**config.mk**
```make
export PLATFORM = sky130hd
export DESIGN_NAME = alpha_packbits_encoder
export DESIGN_NICKNAME = d
export VERILOG_FILES = /design/src/hdl/apbe_pkg.sv /design/src/hdl/apbe_ram.sv /design/src/hdl/apbe_queue.sv /design/src/hdl/apbe_front.sv /design/src/hdl/apbe_back.sv /design/src/hdl/alpha_packbits_encoder.sv
export SDC_FILE = /design/constraint.sdc
export NUM_CORES = 2
export LEC_CHECK = 0
export BUFFER_PORTS_ARGS = -buffer_cell sky130_fd_sc_hd__buf_2
export CAP_MARGIN = 20
export CORE_ASPECT_RATIO = 0.8
export CORE_MARGIN = 5
export CORE_UTILIZATION = 28
export CTS_CLUSTER_SIZE = 12
export DETAILED_ROUTE_END_ITERATION = 10
export GPL_TIMING_DRIVEN = 1
export SLEW_MARGIN = 15
export SYNTH_ARGS = -nofsm -noshare
export SYNTH_HDL_FRONTEND = slang
export SYNTH_SLANG_ARGS = --single-unit
```
**constraint.sdc**
```tcl
create_clock -name clk -period 4 [get_ports clk]
set_input_delay 0.4 -clock clk [delete_from_list [all_inputs] [get_ports clk]]
set_output_delay 0.4 -clock clk [all_outputs]
set_load 0.01 [all_outputs]
```
**src/hdl/apbe_pkg.sv**
```systemverilog
package apbe_pkg;

    // lengths up to 128 fit in one byte
    localparam int SPAN_W      = 8;
    localparam int QUEUE_DEPTH = 4;
    localparam int QPTR_W      = $clog2(QUEUE_DEPTH);

    typedef struct packed {
        logic [31:0] pixel;
        logic        last_pixel;
    } pixel_t;

    typedef struct packed {
        logic [31:0] out_word;
        logic [2:0]  out_bytes;
        logic        out_last;
    } word_t;

    typedef enum logic [1:0] {
        CMD_LIT_ADD,
        CMD_LIT_FLUSH,
        CMD_RUN,
        CMD_FINISH
    } cmd_op_t;

    typedef struct packed {
        cmd_op_t           op;
        logic [7:0]        data;
        logic [SPAN_W-1:0] len;
    } cmd_t;

    typedef struct packed {
        logic full;
        logic empty;
    } queue_status_t;

    typedef enum logic [3:0] {
        F_IDLE,
        F_EVAL,
        F_RUN3,
        F_RUNCAP,
        F_CLOSE,
        F_LITCAP,
        F_LAST,
        F_FLUSHLIT,
        F_FINISH
    } front_state_t;

    typedef enum logic [2:0] {
        B_IDLE,
        B_RUN_HDR,
        B_RUN_VAL,
        B_LIT_HDR,
        B_LIT_DATA,
        B_FINISH
    } back_state_t;

endpackage

```
**src/hdl/apbe_ram.sv**
```systemverilog
module apbe_ram #(
    parameter int WIDTH = 8,
    parameter int DEPTH = 128
) (
    input  logic                     clk,
    input  logic                     wr_en,
    input  logic [$clog2(DEPTH)-1:0] wr_addr,
    input  logic [WIDTH-1:0]         wr_data,
    input  logic                     rd_en,
    input  logic [$clog2(DEPTH)-1:0] rd_addr,
    output logic [WIDTH-1:0]         rd_data
);

    logic [WIDTH-1:0] mem_reg [DEPTH];
    logic [WIDTH-1:0] rd_data_reg;

    always_ff @(posedge clk)
    begin
        if (wr_en)
        begin
            mem_reg[wr_addr] <= wr_data;
        end
    end

    always_ff @(posedge clk)
    begin
        if (rd_en)
        begin
            rd_data_reg <= mem_reg[rd_addr];
        end
    end

    assign rd_data = rd_data_reg;

endmodule

```
**src/hdl/apbe_queue.sv**
```systemverilog
module apbe_queue (
    input  logic                   clk,
    input  logic                   rst_n,
    input  logic                   push,
    input  apbe_pkg::cmd_t         push_data,
    input  logic                   pop,
    output apbe_pkg::cmd_t         pop_data,
    output apbe_pkg::queue_status_t status
);

    import apbe_pkg::*;

    cmd_t              mem_reg [QUEUE_DEPTH];
    logic [QPTR_W-1:0] wr_ptr_reg, wr_ptr_next;
    logic [QPTR_W-1:0] rd_ptr_reg, rd_ptr_next;
    logic [QPTR_W:0]   count_reg, count_next;
    logic              do_push, do_pop;

    always_comb
    begin
        do_push     = push && !status.full;
        do_pop      = pop && !status.empty;
        wr_ptr_next = do_push ? wr_ptr_reg + 1'b1 : wr_ptr_reg;
        rd_ptr_next = do_pop ? rd_ptr_reg + 1'b1 : rd_ptr_reg;
        count_next  = count_reg;
        if (do_push && !do_pop)
        begin
            count_next = count_reg + 1'b1;
        end
        else if (do_pop && !do_push)
        begin
            count_next = count_reg - 1'b1;
        end
    end

    always_ff @(posedge clk or negedge rst_n)
    begin
        if (!rst_n)
        begin
            wr_ptr_reg <= '0;
            rd_ptr_reg <= '0;
            count_reg  <= '0;
        end
        else
        begin
            wr_ptr_reg <= wr_ptr_next;
            rd_ptr_reg <= rd_ptr_next;
            count_reg  <= count_next;
        end
    end

    always_ff @(posedge clk)
    begin
        if (do_push)
        begin
            mem_reg[wr_ptr_reg] <= push_data;
        end
    end

    assign pop_data     = mem_reg[rd_ptr_reg];
    assign status.full  = (count_reg == (QPTR_W+1)'(QUEUE_DEPTH));
    assign status.empty = (count_reg == '0);

endmodule

```
**src/hdl/apbe_front.sv**
```systemverilog
module apbe_front #(
    parameter int MAX_SPAN = 128
) (
    input  logic                    clk,
    input  logic                    rst_n,
    input  logic                    pixel_valid,
    output logic                    pixel_stall,
    input  apbe_pkg::pixel_t        pixel_data,
    output logic                    cmd_push,
    output apbe_pkg::cmd_t          cmd_data,
    input  apbe_pkg::queue_status_t q_status
);

    import apbe_pkg::*;

    localparam logic [SPAN_W-1:0] SPAN_MAX = SPAN_W'(MAX_SPAN);
    localparam logic [SPAN_W-1:0] RUN_MIN  = SPAN_W'(3);

    front_state_t      state_reg, state_next;
    logic [7:0]        alpha_reg, alpha_next;
    logic              last_reg, last_next;
    logic              phase_reg, phase_next;
    logic [7:0]        run_byte_reg, run_byte_next;
    logic [SPAN_W-1:0] run_len_reg, run_len_next;
    logic [SPAN_W-1:0] lit_len_reg, lit_len_next;
    logic              want;
    logic              can_push;

    always_ff @(posedge clk or negedge rst_n)
    begin
        if (!rst_n)
        begin
            state_reg    <= F_IDLE;
            phase_reg    <= 1'b0;
            last_reg     <= 1'b0;
            run_byte_reg <= '0;
            run_len_reg  <= '0;
            lit_len_reg  <= '0;
        end
        else
        begin
            state_reg    <= state_next;
            phase_reg    <= phase_next;
            last_reg     <= last_next;
            run_byte_reg <= run_byte_next;
            run_len_reg  <= run_len_next;
            lit_len_reg  <= lit_len_next;
        end
    end

    always_ff @(posedge clk)
    begin
        alpha_reg <= alpha_next;
    end

    always_comb
    begin
        state_next    = state_reg;
        alpha_next    = alpha_reg;
        last_next     = last_reg;
        phase_next    = phase_reg;
        run_byte_next = run_byte_reg;
        run_len_next  = run_len_reg;
        lit_len_next  = lit_len_reg;
        want          = 1'b0;
        can_push      = !q_status.full;
        cmd_data      = '{op: CMD_LIT_ADD, data: run_byte_reg, len: run_len_reg};

        case (state_reg)
            F_IDLE:
            begin
                if (pixel_valid)
                begin
                    alpha_next = pixel_data.pixel[31:24];
                    last_next  = pixel_data.last_pixel;
                    phase_next = 1'b0;
                    state_next = F_EVAL;
                end
            end
            F_EVAL:
            begin
                if (run_len_reg != '0 && alpha_reg == run_byte_reg)
                begin
                    run_len_next = run_len_reg + 1'b1;
                    state_next   = F_RUN3;
                end
                else
                begin
                    state_next = F_CLOSE;
                end
            end
            F_RUN3:
            begin
                // a run of three ends the pending literal
                if (run_len_reg == RUN_MIN && lit_len_reg != '0)
                begin
                    want        = 1'b1;
                    cmd_data.op = CMD_LIT_FLUSH;
                    if (can_push)
                    begin
                        lit_len_next = '0;
                        state_next   = F_RUNCAP;
                    end
                end
                else
                begin
                    state_next = F_RUNCAP;
                end
            end
            F_RUNCAP:
            begin
                if (run_len_reg >= SPAN_MAX)
                begin
                    want        = 1'b1;
                    cmd_data.op = CMD_RUN;
                    if (can_push)
                    begin
                        run_len_next = '0;
                        state_next   = F_LAST;
                    end
                end
                else
                begin
                    state_next = F_LAST;
                end
            end
            F_CLOSE:
            begin
                if (run_len_reg >= RUN_MIN)
                begin
                    want        = 1'b1;
                    cmd_data.op = CMD_RUN;
                    if (can_push)
                    begin
                        run_len_next = '0;
                    end
                end
                else if (run_len_reg != '0)
                begin
                    // short group goes into the literal one byte at a time
                    want        = 1'b1;
                    cmd_data.op = CMD_LIT_ADD;
                    if (can_push)
                    begin
                        run_len_next = run_len_reg - 1'b1;
                        lit_len_next = lit_len_reg + 1'b1;
                        if (lit_len_next == SPAN_MAX)
                        begin
                            state_next = F_LITCAP;
                        end
                    end
                end
                else if (!phase_reg)
                begin
                    run_byte_next = alpha_reg;
                    run_len_next  = SPAN_W'(1);
                    state_next    = F_LAST;
                end
                else
                begin
                    state_next = F_FLUSHLIT;
                end
            end
            F_LITCAP:
            begin
                want        = 1'b1;
                cmd_data.op = CMD_LIT_FLUSH;
                if (can_push)
                begin
                    lit_len_next = '0;
                    state_next   = F_CLOSE;
                end
            end
            F_LAST:
            begin
                if (last_reg)
                begin
                    phase_next = 1'b1;
                    state_next = F_CLOSE;
                end
                else
                begin
                    state_next = F_IDLE;
                end
            end
            F_FLUSHLIT:
            begin
                if (lit_len_reg != '0)
                begin
                    want        = 1'b1;
                    cmd_data.op = CMD_LIT_FLUSH;
                    if (can_push)
                    begin
                        lit_len_next = '0;
                        state_next   = F_FINISH;
                    end
                end
                else
                begin
                    state_next = F_FINISH;
                end
            end
            F_FINISH:
            begin
                want        = 1'b1;
                cmd_data.op = CMD_FINISH;
                if (can_push)
                begin
                    run_byte_next = '0;
                    run_len_next  = '0;
                    lit_len_next  = '0;
                    phase_next    = 1'b0;
                    state_next    = F_IDLE;
                end
            end
            default:
            begin
                state_next = F_IDLE;
            end
        endcase
    end

    assign cmd_push    = want && can_push;
    assign pixel_stall = (state_reg != F_IDLE);

endmodule

```
**src/hdl/apbe_back.sv**
```systemverilog
module apbe_back #(
    parameter int MAX_SPAN = 128
) (
    input  logic                    clk,
    input  logic                    rst_n,
    input  apbe_pkg::cmd_t          cmd_data,
    input  apbe_pkg::queue_status_t q_status,
    output logic                    cmd_pop,
    output logic                    word_valid,
    input  logic                    word_stall,
    output apbe_pkg::word_t         word_data
);

    import apbe_pkg::*;

    localparam int                ADDR_W   = $clog2(MAX_SPAN);
    localparam logic [SPAN_W-1:0] SPAN_MAX = SPAN_W'(MAX_SPAN);

    back_state_t       state_reg, state_next;
    cmd_t              cmd_reg, cmd_next;
    logic [SPAN_W-1:0] lit_cnt_reg, lit_cnt_next;
    logic [SPAN_W-1:0] idx_reg, idx_next;
    logic [31:0]       word_reg, word_next;
    logic [2:0]        fill_reg, fill_next;
    logic              out_valid_reg, out_valid_next;
    word_t             out_data_reg, out_data_next;

    logic              wr_en;
    logic              rd_en;
    logic [ADDR_W-1:0] rd_addr;
    logic [7:0]        rd_data;
    logic              put_req;
    logic [7:0]        put_val;
    logic              put_ok;
    logic              slot_free;
    logic              send_full;
    logic              send_last;

    apbe_ram #(
        .WIDTH(8),
        .DEPTH(MAX_SPAN)
    ) u_lit_ram (
        .clk     (clk),
        .wr_en   (wr_en),
        .wr_addr (lit_cnt_reg[ADDR_W-1:0]),
        .wr_data (cmd_data.data),
        .rd_en   (rd_en),
        .rd_addr (rd_addr),
        .rd_data (rd_data)
    );

    always_ff @(posedge clk or negedge rst_n)
    begin
        if (!rst_n)
        begin
            state_reg     <= B_IDLE;
            lit_cnt_reg   <= '0;
            word_reg      <= '0;
            fill_reg      <= '0;
            out_valid_reg <= 1'b0;
        end
        else
        begin
            state_reg     <= state_next;
            lit_cnt_reg   <= lit_cnt_next;
            word_reg      <= word_next;
            fill_reg      <= fill_next;
            out_valid_reg <= out_valid_next;
        end
    end

    always_ff @(posedge clk)
    begin
        cmd_reg      <= cmd_next;
        idx_reg      <= idx_next;
        out_data_reg <= out_data_next;
    end

    always_comb
    begin
        state_next     = state_reg;
        cmd_next       = cmd_reg;
        lit_cnt_next   = lit_cnt_reg;
        idx_next       = idx_reg;
        word_next      = word_reg;
        fill_next      = fill_reg;
        out_valid_next = out_valid_reg;
        out_data_next  = out_data_reg;
        cmd_pop        = 1'b0;
        wr_en          = 1'b0;
        rd_en          = 1'b0;
        rd_addr        = '0;
        put_req        = 1'b0;
        put_val        = '0;
        send_full      = 1'b0;
        send_last      = 1'b0;

        slot_free = !out_valid_reg || !word_stall;
        // a full word waits for the next byte or the frame end
        put_ok    = (fill_reg != 3'd4) || slot_free;

        case (state_reg)
            B_IDLE:
            begin
                if (!q_status.empty)
                begin
                    cmd_pop = 1'b1;
                    case (cmd_data.op)
                        CMD_LIT_ADD:
                        begin
                            wr_en        = 1'b1;
                            lit_cnt_next = lit_cnt_reg + 1'b1;
                        end
                        CMD_RUN:
                        begin
                            cmd_next   = cmd_data;
                            state_next = B_RUN_HDR;
                        end
                        CMD_LIT_FLUSH:
                        begin
                            state_next = B_LIT_HDR;
                        end
                        CMD_FINISH:
                        begin
                            state_next = B_FINISH;
                        end
                        default:
                        begin
                            state_next = B_IDLE;
                        end
                    endcase
                end
            end
            B_RUN_HDR:
            begin
                put_req = 1'b1;
                put_val = 8'(9'd257 - 9'(cmd_reg.len));
                if (put_ok)
                begin
                    state_next = B_RUN_VAL;
                end
            end
            B_RUN_VAL:
            begin
                put_req = 1'b1;
                put_val = cmd_reg.data;
                if (put_ok)
                begin
                    state_next = B_IDLE;
                end
            end
            B_LIT_HDR:
            begin
                put_req = 1'b1;
                put_val = 8'(lit_cnt_reg - SPAN_W'(1));
                if (put_ok)
                begin
                    rd_en      = 1'b1;
                    rd_addr    = '0;
                    idx_next   = SPAN_W'(1);
                    state_next = B_LIT_DATA;
                end
            end
            B_LIT_DATA:
            begin
                // rd_data holds byte idx-1; the next read goes out as it is taken
                put_req = 1'b1;
                put_val = rd_data;
                if (put_ok)
                begin
                    if (idx_reg == lit_cnt_reg)
                    begin
                        lit_cnt_next = '0;
                        state_next   = B_IDLE;
                    end
                    else
                    begin
                        rd_en    = 1'b1;
                        rd_addr  = idx_reg[ADDR_W-1:0];
                        idx_next = idx_reg + 1'b1;
                    end
                end
            end
            B_FINISH:
            begin
                if (fill_reg == '0)
                begin
                    word_next  = '0;
                    state_next = B_IDLE;
                end
                else if (slot_free)
                begin
                    send_last  = 1'b1;
                    word_next  = '0;
                    fill_next  = '0;
                    state_next = B_IDLE;
                end
            end
            default:
            begin
                state_next = B_IDLE;
            end
        endcase

        if (put_req && put_ok)
        begin
            if (fill_reg == 3'd4)
            begin
                send_full = 1'b1;
                word_next = {24'b0, put_val};
                fill_next = 3'd1;
            end
            else
            begin
                word_next = word_reg | ({24'b0, put_val} << {fill_reg[1:0], 3'b000});
                fill_next = fill_reg + 1'b1;
            end
        end

        if (send_full)
        begin
            out_valid_next = 1'b1;
            out_data_next  = '{out_word: word_reg, out_bytes: 3'd4, out_last: 1'b0};
        end
        else if (send_last)
        begin
            out_valid_next = 1'b1;
            out_data_next  = '{out_word: word_reg, out_bytes: fill_reg, out_last: 1'b1};
        end
        else if (!word_stall)
        begin
            out_valid_next = 1'b0;
        end
    end

    assign word_valid = out_valid_reg;
    assign word_data  = out_data_reg;

    a_lit_cnt_cap: assert property (@(posedge clk) disable iff (!rst_n)
        lit_cnt_reg <= SPAN_MAX)
        else $error("literal count beyond span");

    a_lit_idx: assert property (@(posedge clk) disable iff (!rst_n)
        (state_reg == B_LIT_DATA) |-> (idx_reg != '0 && idx_reg <= lit_cnt_reg))
        else $error("literal read index out of range");

    a_out_bytes: assert property (@(posedge clk) disable iff (!rst_n)
        out_valid_reg |-> (out_data_reg.out_bytes != 3'd0 && out_data_reg.out_bytes <= 3'd4))
        else $error("word byte count out of range");

endmodule

```
**src/hdl/alpha_packbits_encoder.sv**
```systemverilog
// PackBits encoder for the alpha plane of a BGRA pixel stream. Each pixel item carries a
// 32-bit pixel whose top byte is encoded; last_pixel closes the frame, flushes all pending
// data and marks the final word with out_last, after which the encoder starts a fresh
// frame. Runs of 3 to MAX_SPAN equal bytes become a header (257 - length) and the value,
// other bytes gather into literals of up to MAX_SPAN bytes. Encoded bytes leave packed
// up to four to a word, first byte in bits 7:0, unused high bytes zero. The classifier
// stalls the pixel input from the accepting edge until its step sequencer is idle again.
// Closing a group queues a command for a run, for each literal byte and for a literal
// flush at the cap, and the frame end queues the commands that close the final group.
// A full four-entry command queue stalls the classifier further. The emitter behind the
// queue pops each command and then sends one encoded byte per cycle while the word output
// is not stalled: two for a run, and for a literal flush one for the header and one per
// stored byte from the literal RAM read port. A full word is released only when the next
// byte arrives or the frame ends. The literal store needs no clearing after reset.
module alpha_packbits_encoder #(
    parameter int MAX_SPAN = 128
) (
    input  logic              clk,
    input  logic              rst_n,
    input  logic              pixel_valid,
    output logic              pixel_stall,
    input  apbe_pkg::pixel_t  pixel_data,
    output logic              word_valid,
    input  logic              word_stall,
    output apbe_pkg::word_t   word_data
);

    import apbe_pkg::*;

    logic          cmd_push;
    cmd_t          cmd_in;
    logic          cmd_pop;
    cmd_t          cmd_out;
    queue_status_t q_status;

    apbe_front #(
        .MAX_SPAN(MAX_SPAN)
    ) u_front (
        .clk         (clk),
        .rst_n       (rst_n),
        .pixel_valid (pixel_valid),
        .pixel_stall (pixel_stall),
        .pixel_data  (pixel_data),
        .cmd_push    (cmd_push),
        .cmd_data    (cmd_in),
        .q_status    (q_status)
    );

    apbe_queue u_queue (
        .clk       (clk),
        .rst_n     (rst_n),
        .push      (cmd_push),
        .push_data (cmd_in),
        .pop       (cmd_pop),
        .pop_data  (cmd_out),
        .status    (q_status)
    );

    apbe_back #(
        .MAX_SPAN(MAX_SPAN)
    ) u_back (
        .clk        (clk),
        .rst_n      (rst_n),
        .cmd_data   (cmd_out),
        .q_status   (q_status),
        .cmd_pop    (cmd_pop),
        .word_valid (word_valid),
        .word_stall (word_stall),
        .word_data  (word_data)
    );

endmodule

```
; ---- Word-level counts from Yosys, hierarchy flattened
; Memories as Yosys holds them, arrays and structs flattened. A register that Yosys moved wholly into a read port is not among the register bits.
; Index checks and enable logic that the tools add are counted.
[word_totals]
n_memories = 2
ff_bits = 152
ram_bits = 1096
[classes]
n_eq_ne = 55
shifts = 1
order_cmp = 2
n_addsub = 12
muxes = 110
n_reduce_logical = 49
n_bitwise = 2
[mem_list]
columns = name, depth, word_bits, rd, rd_clocked_by_memory_dff, wr, line
row1 = u_back.u_lit_ram.mem_reg, 128, 8, 1, 1, 1, apbe_ram.sv:14  ; logic [WIDTH-1:0] mem_reg [DEPTH];
row2 = u_queue.mem_reg, 4, 18, 1, 0, 1, apbe_queue.sv:13  ; cmd_t mem_reg [QUEUE_DEPTH];
[ops]
columns = operator, n
row1 = two-way mux 8 bit, 24
row2 = two-way mux 32 bit, 5
row3 = case mux 8 bit (4 select lines), 3
row4 = two-way mux 36 bit, 2
row5 = two-way mux 4 bit, 13
row6 = two-way mux 3 bit, 16
row7 = case mux 8 bit (2 select lines), 3
row8 = case mux 4 bit (9 select lines), 1
row9 = "adder 8 x 1 -> 8 bit, second input constant", 4
row10 = two-way mux 1 bit, 32
row11 = bitwise OR 32 bit, 1
row12 = << shifter 8 x 5 -> 32 bit, 1
row13 = "!= test 2 x 1 -> 1 bit, second input constant", 11
row14 = "!= test 2 bit, second input constant", 11
row15 = two-way mux 7 bit, 3
row16 = "!= test 3 bit, second input constant", 6
row17 = case mux 3 bit (6 select lines), 1
row18 = "equality test 4 x 3 -> 1 bit, second input constant", 4
row19 = equality test 8 bit, 2
row20 = nonzero test 8 bit, 2
row21 = "subtractor 8 x 1 -> 8 bit, second input constant", 2
row22 = AND reduction 5 bit, 3
row23 = nonzero test 2 bit, 7
row24 = "equality test 3 bit, second input constant", 4
row25 = 40 further kinds, 70

; ---- Depth between registers and ports, before layout
[logic_depth]
word_depth = 10
ltp_mapped = 15
mapped_depth_nobuf = 13

; ---- Hierarchy
; Synthesis repeated with hierarchy kept, for this count alone.
[hier_totals]
hier_cells = 2503
area_unflattened_um2 = 50236.9
[modules_own_cells]
columns = module, instances, area_per_inst_um2, seq_area_each_um2, cells_each
row1 = apbe_ram, 1, 39745.6, 30989.7, 1635
row2 = apbe_back, 1, 5053.6, 2937.8, 464
row3 = apbe_queue, 1, 3015.4, 2337.2, 130
row4 = apbe_front, 1, 2422.3, 991.0, 274

; ---- Least setup slack after synthesis
; Ideal clock, no wire load.
[synth_timing]
kind = reg-to-reg
from = reg u_queue.rd_ptr_reg[0]
to = mem u_back.u_lit_ram.mem_reg[416][0] (netlist: u_back.u_lit_ram.mem_reg[104][0]) (enable)
path_buffers = 1
required_time_ps = 3629
setup_time_ps = 371
setup_slack_ps = 782
synth_period_minus_slack_ps = 3218
arrival_time_ps = 2847
path_stages_with_launch = 8
path_cell_list = dfrtp_1 buf_2 mux4_2 or3_1 nand2b_1 nor3b_1 nand3_1 nor2_1
[synth_via]
elab_chain_len = 7
[synth_lines]
columns = item, line
row1 = from (decl), apbe_queue.sv:15  ; logic [QPTR_W-1:0] rd_ptr_reg, rd_ptr_next;
row2 = from (signal assigned), apbe_queue.sv:47  ; rd_ptr_reg <= rd_ptr_next;
row3 = memory (4 x 18 bit), --
row4 = zero test 2 bit, apbe_back.sv:108  ; case (cmd_data.op)
row5 = two-way mux 1 bit, apbe_back.sv:108
row6 = two-way mux 1 bit, apbe_back.sv:105  ; if (!q_status.empty)
row7 = two-way mux 1 bit, apbe_back.sv:102  ; case (state_reg)
row8 = two-way mux 1 bit, apbe_ram.sv:19  ; if (wr_en)
row9 = two-way mux 1 bit (implied by the code), apbe_ram.sv:21  ; mem_reg[wr_addr] <= wr_data;
row10 = to (decl), apbe_ram.sv:14
; Every way passes these cells.

; ---- Worst setup path after layout
[layout_timing]
from = reg u_back.fill_reg[0]
to = reg u_back.u_lit_ram.rd_data_reg[6] (netlist: u_back.u_lit_ram.rd_data[6]) (read register of u_back.u_lit_ram.mem_reg) (data pin)
[layout_via]
elab_chain_len = 4
[layout_lines]
columns = item, line
row1 = from (decl), apbe_back.sv:24  ; logic [2:0] fill_reg, fill_next;
row2 = from (signal assigned), apbe_back.sv:67  ; fill_reg <= fill_next;
row3 = != test 3 bit *, apbe_back.sv:100  ; put_ok = (fill_reg != 3'd4) || slot_free;
row4 = logical OR 1 bit *, apbe_back.sv:100
row5 = "two-way mux 1 bit, or another cell as far along", apbe_back.sv:169  ; if (put_ok)
row6 = case mux 1 bit (2 select lines) or two-way mux 7 bit (tied branches), --
row7 = to (decl), apbe_ram.sv:15  ; logic [WIDTH-1:0] rd_data_reg;
; Mark *: on every way between the ends. The rest lies on a longest branch, timed or not.
; A chain may end at the register's enable or synchronous reset.

==> flow_summary_export.csv <==
group,metric,value,unit
run_status,status,"finished clean",
yosys,yosysTopAreaCellShare,69.6,%
floorplanning,initial_core_util,28.1,%
yosys,async_flop_share,6.69,%
timing,finalSetupViolations,0,
timing,min_period,3.78,ns
floorplanning,core_area,179000,um2
yosys,syn-cell-area,50400,um2
clock_network,cts_buffers,130,
floorplanning,top_level_ports,75,
critical_path,critPathKind,"reg -> reg",
placement,hpwl,81.2,mm
timing,rsz0062_at_grt,"false",
clock_network,clock-root-buffer,"clkbuf_16",
timing,fmax,265,MHz
timing,finClkSkew,0.0333,ns
layout,stdcell_area,59300,um2
layout,n_antenna_cell,0,
timing,hold_violations,0,
critical_path,endpoint_kind,"flop",
critical_path,reg2reg_to,"u_back.u_lit_ram.rd_data[6]",
critical_path,critPathMaxFanout,17,
yosys,synthCells,3275,
drt,drc,0,
yosys,avgSynthCellArea,15.4,um2
clock_network,htreeDepth,4,
critical_path,critPathLaunch,"u_back.fill_reg[0]",
clock_network,cts.clk_slew.worst_paths,0.06,ns
critical_path,worstRegToRegCells,10,
layout,utilization,33.1,%
critical_path,crit_slowest_cell,"nor3_2",
placement,place_congestion,0.870,
yosys,synth_top_flop_cell,"edfxtp_1",
yosys,yosysTopAreaCell,"edfxtp_1",
power_and_ir_drop,finalPower,41000,uW
yosys,synth_nets,3328,
critical_path,cpPeakStageDelay,0.63,ns
drt,wirelength,129,mm
timing,tns,0,ns
global_route,grt_max_degree,130,
hold_path,hold_class,"in -> reg",
floorplanning,die_w,484,um
timing,relSlewSlack,38.4,%
timing,finalCritPeriodShare,94.4,%
hold_path,min_from,"pixel_valid",
timing,maxSlewViolCount,0,
drt,antenna_left,0,
clock_network,clockBufferDepth,3,
layout,layout_common_cells,"edfxtp_1, nand2_1, buf_4",
placement,placed_area,55300,um2
run,drv_cap,0,
drt,firstDrtPassIters,5,
power_and_ir_drop,irDropWorstVdd,0.784,mV
yosys,synth.area.top_cells,"edfxtp_1, dfrtp_1, mux4_2, nand2_1, mux2i_1",
yosys,synth-edff-count,1168,
critical_path,arrival,4.24,ns
critical_path,crit_path_start_kind,"flop",
global_route,grt_pass1_vias,29200,
layout,multi_input_area,12200,um2
global_route,grt_usage,13.3,%
clock_network,tritoncts,"yes",
layout,final_nets,3611,
global_route,antenna_found_initial,2,
critical_path,reg2reg_slack,0.22,ns
critical_path,worstPathRequired,4.47,ns
drt,vias,30000,
global_route,grt_first_pass_wirelength,193,mm
floorplanning,die-area,189000,um2
drt,viasPerCell,4.97,
critical_path,crit_chain,"inv_1, ha_1, and4_1, nor2_4, o21ai_4, buf_12, nor3_2, nand3_1, a311oi_1, nor3_1",
yosys,yosysUniqueCellTypes,76,
drt,routedWlPerCell,21.4,um
yosys,synth_warnings,0,
yosys,synth-seq-cells,1256,
layout,areaGrowthSynthToFinish,17.7,%
floorplanning,dieHeight,389,um
layout,regArea,37300,um2
power_and_ir_drop,p_per_area,691,nW/um2
layout,drive_gt1_share,19.3,%
clock_network,cts_resized,0,
floorplanning,rows,139,
timing,hold_ws,0.277,ns
layout,final_common_cell,"edfxtp_1",
clock_network,clock_latency,0.75,ns
timing,tightest_slew,0.924,ns
critical_path,worstReg2RegStart,"u_back.fill_reg[0]",
power_and_ir_drop,p_leak,0.0197,uW
layout,fillers,17200,
layout,largest_register_ffs,1024,
hold_path,hold_depth,2,
yosys,seq_area_frac_synth,73.9,%
hold_path,min_to,"u_front.alpha_reg[4]",
placement,port_buffers,50,
drt,drt_first_iter_violations,3380,
clock_network,cts_sinks,1256,
global_route,grt_overflow,0,
-- synthesized netlist by cell type (37+ instances only) --
| master | count |
|---|---|
| o221a_2 | 49 |
| a22oi_1 | 50 |
| buf_2 | 69 |
| mux2i_1 | 90 |
| o22ai_1 | 82 |
| nor2_1 | 215 |
| dfrtp_1 | 84 |
| a221oi_1 | 38 |
| inv_1 | 37 |
| nand2_1 | 359 |
| nor2b_1 | 43 |
| a21oi_1 | 156 |
| clkbuf_1 | 88 |
| nand3_1 | 113 |
| mux2_2 | 42 |
| o21ai_0 | 86 |
| edfxtp_1 | 1168 |
| nand4_1 | 39 |
| mux4_2 | 82 |
-- layout make-up --
class                   instances  share of cell area (%)
flip-flops and latches       1256                    62.8
multi-input cells            1788                    20.6
clock buffers                 186                    6.07
well taps                    2397                    5.05
repair buffers                345                    4.75
clock inverters                26                   0.504
inverters                      37                   0.234
-- worst max-delay path: cells and delay by family, from the launching register on --
family / cells / cell delay, ns
fa+ha+maj: 1 / 0.28
compound gates: 2 / 0.69
flops: 1 / 0.48
simple gates: 5 / 1.73
buf+inv: 2 / 0.27
-- cells by family (layout without fill, tap and decap cells) --
logic type / count (synthesis) / after routing / synth area share, %
buffers and inverters: 231 / 594 / 2.05
multiplexers: 214 / 214 / 6.39
adder cells (fa/ha/maj): 16 / 16 / 0.412
AND/OR/NAND/NOR: 910 / 910 / 8.28
XOR/XNOR: 44 / 44 / 0.765
flip-flops: 1256 / 1256 / 73.9
AO/OA/AOI/OAI: 604 / 604 / 8.18
-- per-stage QoR --
stage               worst slack [ns]  instances
CTS                            0.331       6035
floorplan                      0.782       3275
global route                   0.102       6035
global placement               0.369       5811
detailed placement             0.356       5812
finish                         0.225       6035
-- per-layer routing --
| layer | GRT usage (%) | part of all wire [%] |
|---|---|---|
| met1 | 20.3 | 46 |
| met2 | 19.5 | 44 |
| met3 | 2.44 | 8.2 |
| met4 | 3.39 | 1.8 |
| met5 | 0 | 0 |
-- how the worst max path moves through the flow --
stage | endpoint | slack, ns
4_1_cts | u_back.u_lit_ram.rd_data[2] | 0.33
2_1_floorplan | u_back.u_lit_ram.mem_reg[104][0] | 0.78
3_3_place_gp | u_back.u_lit_ram.rd_data[6] | 0.37
6_report | u_back.u_lit_ram.rd_data[6] | 0.22
3_5_place_dp | u_back.u_lit_ram.rd_data[2] | 0.36
5_1_grt | u_back.u_lit_ram.rd_data[2] | 0.10
-- where the power goes --
group	total (uW)	internal, uW	switching (uW)
logic	10700	2880	7810
registers	19000	18400	595
clock network	11300	6450	4860
total	41000	27800	13300
-- repair_timing --
action / 4_1_cts / 5_1_grt
setup buffers: 0 / 0
hold buffers: 11 / 0
endpoints found under the hold margin: 66 / 0
(Power assumes the default switching activity.)
